### src/hdl/lir_pkg.sv
// ----------------------------------------------------------------------------
// lir_pkg
// Shared widths and constants of the linear-interpolation I/Q resampler.
// ----------------------------------------------------------------------------
package lir_pkg;

   localparam int SMP_W             = 16;   // I/Q sample width
   localparam int CFG_W             = 14;   // in_per_block width, block position
   localparam int FRAC_W            = 16;   // Q0.16 weight
   localparam int OIDX_W            = 12;   // output index within a block
   localparam int DVD_W             = CFG_W + FRAC_W;
   localparam int OUT_PER_BLOCK_DEF = 2400;
   localparam int IN_PER_BLOCK_RST  = 2500;

endpackage

### src/hdl/lir_div.sv
// ----------------------------------------------------------------------------
// lir_div
// Step divider: (num << FRAC_W) / DIVISOR by reciprocal multiplication.
// Quotient holds the whole step (upper bits) and its Q0.16 fraction, the
// remainder holds the sub-LSB residue of the fraction.
// ----------------------------------------------------------------------------
module lir_div #(
   parameter int                          DIVISOR    = lir_pkg::OUT_PER_BLOCK_DEF,
   parameter logic [lir_pkg::DVD_W-1:0]   RESET_QUOT = '0,
   parameter int                          RESET_REM  = 0
) (
   input  logic                              clock,
   input  logic                              reset,
   input  logic                              start,
   input  logic [lir_pkg::CFG_W-1:0]         num,
   output logic                              busy,
   output logic [lir_pkg::DVD_W-1:0]         quot,
   output logic [$clog2(DIVISOR)-1:0]        rem
);

   localparam int DVD_W = lir_pkg::DVD_W;
   localparam int REM_W = $clog2(DIVISOR);
   // ceiling reciprocal, exact for every dividend below 2^DVD_W
   localparam int SHIFT = DVD_W + REM_W;
   localparam int RCP_W = DVD_W + 1;
   localparam int PRD_W = DVD_W + RCP_W;
   localparam logic [RCP_W-1:0] RECIP =
      RCP_W'(((longint'(1) << SHIFT) + longint'(DIVISOR) - 1) / longint'(DIVISOR));
   localparam logic [DVD_W-1:0] DIV_C = DVD_W'(DIVISOR);

   typedef enum logic [2:0] {
      DIV_IDLE  = 3'b001,
      DIV_RECIP = 3'b010,
      DIV_REM   = 3'b100
   } div_state_type;

   div_state_type            state_ff, state_in;
   logic [DVD_W-1:0]         dvd_ff, dvd_in;
   logic [DVD_W-1:0]         quot_ff, quot_in;
   logic [REM_W-1:0]         rem_ff, rem_in;
   logic [PRD_W-1:0]         prod;
   logic [DVD_W-1:0]         back;

   assign prod = PRD_W'(dvd_ff) * PRD_W'(RECIP);
   assign back = quot_ff * DIV_C;

   always_comb begin
      state_in = state_ff;
      dvd_in   = dvd_ff;
      quot_in  = quot_ff;
      rem_in   = rem_ff;
      if (start) begin
         dvd_in   = {num, {lir_pkg::FRAC_W{1'b0}}};
         state_in = DIV_RECIP;
      end else begin
         unique case (state_ff)
            DIV_IDLE: begin
               state_in = DIV_IDLE;
            end
            DIV_RECIP: begin
               quot_in  = DVD_W'(prod >> SHIFT);
               state_in = DIV_REM;
            end
            DIV_REM: begin
               rem_in   = REM_W'(dvd_ff - back);
               state_in = DIV_IDLE;
            end
            default: begin
               state_in = DIV_IDLE;
            end
         endcase
      end
   end

   always_ff @(posedge clock) begin
      if (reset) begin
         state_ff <= DIV_IDLE;
         dvd_ff   <= '0;
         quot_ff  <= RESET_QUOT;
         rem_ff   <= REM_W'(RESET_REM);
      end else begin
         state_ff <= state_in;
         dvd_ff   <= dvd_in;
         quot_ff  <= quot_in;
         rem_ff   <= rem_in;
      end
   end

   assign busy = state_ff != DIV_IDLE;
   assign quot = quot_ff;
   assign rem  = rem_ff;

endmodule

### config.mk
export PLATFORM = sky130hd
export DESIGN_NAME = lir_div
export DESIGN_NICKNAME = d
export VERILOG_FILES = /design/src/hdl/lir_pkg.sv /design/src/hdl/lir_div.sv
export SDC_FILE = /design/constraint.sdc
export NUM_CORES = 1
export LEC_CHECK = 0
export ABC_CLOCK_PERIOD_IN_PS = 7410
export BUFFER_PORTS_ARGS = -buffer_cell sky130_fd_sc_hd__buf_4
export CORE_MARGIN = 2
export CORE_UTILIZATION = 63
export DETAILED_ROUTE_END_ITERATION = 10
export PLACE_DENSITY = 0.91
export SLEW_MARGIN = 20
export SYNTH_ARGS = -nofsm -noshare
export SYNTH_HDL_FRONTEND = slang
export SYNTH_SLANG_ARGS = --single-unit
export TNS_END_PERCENT = 1
### constraint.sdc
create_clock -name clock -period 7.41 [get_ports clock]
set_clock_uncertainty 0.15 [all_clocks]
set_input_delay 0.3705 -clock clock [delete_from_list [all_inputs] [get_ports clock]]
set_output_delay 0.3705 -clock clock [all_outputs]
set_load 0.05 [all_outputs]
# Word-level counts from Yosys, hierarchy flattened
# Index checks and enable logic that the tools add are counted.
# totals
input_bits	17
regBits	48
out_inout_bits	43
wordCells	17
# classes
add_sub_neg	1
n_eq_ne	3
bitwise	1
n_mux	2
n_reduce_logical	3
multipliers	2
# ops
operator	n
$mul A14 B29 Y43 const B	1
$mul A19 B7 Y7 const B	1
$sub A1 B12 Y12 const A	1
$reduce_and A2 Y1	2
$eq A3 B2 Y1 const B	1
$eq A3 B3 Y1 const B	1
$mux W3	1
$ne A3 B1 Y1 const B	1
$mux W2	1
$reduce_or A2 Y1	1
$not A1 Y1	1

# Logic depth before layout (Yosys ltp)
# logic_depth
ltp_word	3
mapped_depth	21
depth_no_buf	21

# Worst setup path after synthesis
# Ideal clock, no wire load.
# synth_path
path_kind	register to register
from	register dvd_ff[19]
to	register quot_ff[15] (netlist: quot[15])
period_less_slack_ps	5846
arrival_time_ps	5579
path_stages_with_launch	19
n_path_buf	0
path_slack_ps	1564
setup_ps	117
t_required_ps	7143
path_cell_list	dfxtp_1 -> inv_1 -> ha_1 -> fa_1 -> fa_1 -> inv_1 -> fa_1 -> fa_1 -> inv_1 -> fa_1 -> inv_1 -> ha_1 -> and4_1 -> a221oi_2 -> o21ai_2 -> o41a_1 -> and3_1 -> or3_1 -> a32o_1
# synth_via
elab_chain_len	1
# synth_rtl
element	line_no	rtl
start, declared	lir_div.sv:38	logic [DVD_W-1:0] dvd_ff, dvd_in;
start signal, assigned	lir_div.sv:83	dvd_ff <= dvd_in;
$mul A14 B29 Y43	lir_div.sv:44	assign prod = PRD_W'(dvd_ff) * PRD_W'(RECIP);
end signal, assigned	lir_div.sv:84	quot_ff <= quot_in;
end, declared	lir_div.sv:39	logic [DVD_W-1:0] quot_ff, quot_in;
# Every way passes these cells.
# A chain may end at the register's enable or synchronous reset.

# Final worst setup path
# layout_path
from	register dvd_ff[28]
to	register quot_ff[15] (netlist: quot[15])
# The elaborated chain is that of the path after synthesis.

==> impl_results.md <==
- Outcome: finished, final reports clean
- # diodes: 0
- Final Setup Violations: 0
- Max clock buf depth: 2
- Overall global routing resource usage: 0.292
- Cell variety after synth: 54
- Worst VDD drop: approximately 0.00016 V
- Hpwl dp: between 15000 and 20000 um
- Power Internal: around 1.0 mW
- Area of the mapped netlist: a little over 0.008 sq mm
- Root Buffer: clkbuf_16
- Net Sw Power: between 1 and 1.5 mW
- Switching Share: 0.509
- Residual DRC count: 0
- Comb power frac: 0.733
- Initial Utilization: 0.644
- Num CTS Buffers: 5
- CP Capture Type: flop
- Crit-path slowest cell: dfxtp_1
- Worst EP required: approximately 7500 ps
- IO Port Bufs: 43
- Initial antenna violation count: 0
- Worst Setup SP: dvd_ff[28]
- CTS tree: done
- Worst-Margin Slew: between 600 and 700 ps
- Hold Fails Final Rpt: 0
- Hold path depth: 3
- Die Ht: about 120 um
- DR vias: ~6000
- Worst path max stage delay: 630 ps
- Critical path depth: 19
- Fin Hold WS: 153 ps
- Die area: 0.0138 sq mm
- Num rows: 41
- # hold bufs at CTS: 0
- Core area: 0.0126 sq mm
- Routed vias/inst: roughly 5.7
- Share of cells above drive strength 1: 0.0714
- Post-Syn Area per Cell: 9.29 sq um
- CP Cell Sequence: inv_1 -> ha_1 -> inv_1 -> fa_1 -> fa_1 -> fa_1 -> inv_1 -> fa_1 -> fa_1 -> inv_1 -> ha_1 -> a21oi_1 -> o21ai_0 -> a31oi_1 -> o21ai_2 -> o41a_1 -> and3_1 -> or3_1 -> a32o_1
- Detailed Routing Iterations Pass 1: 5
- Number of H-tree levels: 2
- CP Data Arrival Time: ~6500 ps
- Worst path top cell family by delay: adder cells
- Slew margin rel.: 0.544
- First-pass GRT wire length: between 30000 and 40000 um
- GR Overflow Total: 0
- Crit path max fanout: 11
- Hold path startpoint: num[6]
- Area Overhead vs Synth: 7.56%
- Yosys reg bits: between 40 and 50
- Number of global-route vias before repair: about 6400
- Post-Synthesis Cells: ~900
- Path type of the worst setup path: reg2reg
- Initial DRC count: roughly 410
- Yosys Warn Count: 0
- Drt total wl: a little under 20000 um
- Pwr/cell area: 234 mW/mm^2
- R2R cell count: 19
- Routed WL per cell: ~18 um
- Skew-Pair Late Insertion Delay: 300 ps
- Largest net degree at the start of global routing: 40
- Clk slew on worst S/H paths: ~70 ps
- Post-layout min period: around 6400 ps
- Most common cell on crit path: fa_1
- Final TNS setup: 0 ps
- CP Launch Type: flop
- Clk sinks: between 40 and 50
- # Max-Cap Violations: 0
- Post-CTS setup buffers: 0
- Layout Nets: between 1000 and 1500
- Crit path buf inv count: 4
- Register area share after synthesis: 0.106
- Final Max Slew Viols: 0
- Leakage power: between 4 and 5 nW
- Post-synth top flop: dfxtp_1
- Register share of total power: 0.128
- Min-delay worst type: in2reg
- Fmax: between 150 and 200 MHz
- Post-synth EDFFs: 0
- I/O pin total: 60
- Final period utilization: 0.867
- Clock power frac: 0.139
- DRT antenna net count: 0
- Placer Congestion: between 0.9 and 1
- Async set-reset flop share out of synthesis: 0
- # resized after CTS: 0
- RSZ-0062 raised after global routing: no
- Die width: between 100 and 150 um
- Reg-to-reg startpoint: dvd_ff[28]
[cell usage in the layout (no fill, tap or decap), types with 10 or more instances in the layout]
master and n:
ha_1 171, buf_4 44, inv_1 211, o21ai_0 20
xnor2_1 20, a21o_1 20, nand3_1 13, dfxtp_1 43
mux2i_1 20, xor2_1 10, conb_1 16, fa_1 112
nand2_1 34, nor2_1 39, a21oi_1 35
[cell families (layout without fill, tap and decap cells)]
group,Yosys count,after routing,synth area share
flops,43,43,0.106
compound gates,115,115,0.0916
mux,21,21,0.0260
buf+inv,243,263,0.120
fa+ha+maj,283,283,0.539
xor+xnor,30,30,0.0323
other cells,1,16,0.000461
simple gates,139,139,0.0848
[power by group through the flow]
| stage | combinational [mW] | sequential (mW) | clock [mW] |
|---|---|---|---|
| 2_1_floorplan | 1.08 | 0.276 | 0 |
| 6_report | 1.50 | 0.262 | 0.284 |
| 4_1_cts | 1.48 | 0.261 | 0.285 |
| 5_1_grt | 1.67 | 0.264 | 0.292 |
| 3_3_place_gp | 1.40 | 0.266 | 0 |
| 3_5_place_dp | 1.45 | 0.267 | 0 |
[final timing paths]
path | endpoint | slack [ps]
setup / recovery | quot[15] | 990
hold / removal | dvd_ff[22] | 150
setup reg to reg | quot[15] | 990
hold reg to reg | quot[16] | 310
[metrics by stage]
step           setup WS [ps]  power (mW)  cells  area (sq um)  utilization
5_1_grt                  800        2.23   1082          8740        0.693
6_report                 988        2.04   1082          8740        0.693
2_1_floorplan           1560        1.36    890          8180            -
3_5_place_dp            1180        1.72   1074          8550        0.678
4_1_cts                 1100        2.03   1082          8730        0.692
3_3_place_gp            1330        1.66   1074          8550        0.678
[cells in the mapped netlist (2+ instances only)]
master     instances  area (sq um)
or3_1              5          31.3
nor2_1            39           146
mux2i_1           20           200
fa_1             112          2240
o21bai_1           4          30.0
and3_1             7          43.8
ha_1             171          2140
a31oi_1            6          37.5
or4_1              2          15.0
a21o_1            20           150
xnor2_1           20           175
clkbuf_1          15          56.3
nor4b_1            3          26.3
a31o_2             2          17.5
nand2_1           34           128
nand3_1           13          65.1
nand2b_1           3          18.8
o21ai_1            2          10.0
nand4_1            6          37.5
nor3_1             7          35.0
a21oi_1           35           175
nor2b_1            3          18.8
nor3b_1            3          22.5
o211ai_1           4          30.0
o21ai_0           20           100
o22ai_1            2          12.5
o2111ai_1          2          17.5
o31ai_1            3          22.5
and2_1             3          18.8
or2_2              4          25.0
buf_4             16           120
nand3b_1           2          15.0
xor2_1            10          87.6
a211oi_1           5          37.5
inv_1            211           792
dfxtp_1           43           861
[cell type report]
type	instances	area [sq um]
Tap cell	172	215
Clock buffer	6	139
Timing Repair Buffer	44	330
Multi-Input combinational cell	604	6360
Fill cell	925	3880
Sequential cell	43	861
Inverter	211	792
Clock inverter	2	38.8
[flip-flops by register name, indices dropped and copies added, names as in the netlist]
name,cells
dvd_ff,14
state_ff,3
quot,19
rem,7
[tightest hold or removal path, delay by kind of cell]
family	cells	cell delay (ps)
simple gates	1	70
mux	1	50
buf+inv	1	70
[metal layers]
metal  track usage  share of wire
met5             0              0
met1         0.369           0.40
met4         0.142          0.048
met2         0.498           0.49
met3        0.0363          0.064
(Power assumes the default switching activity.)
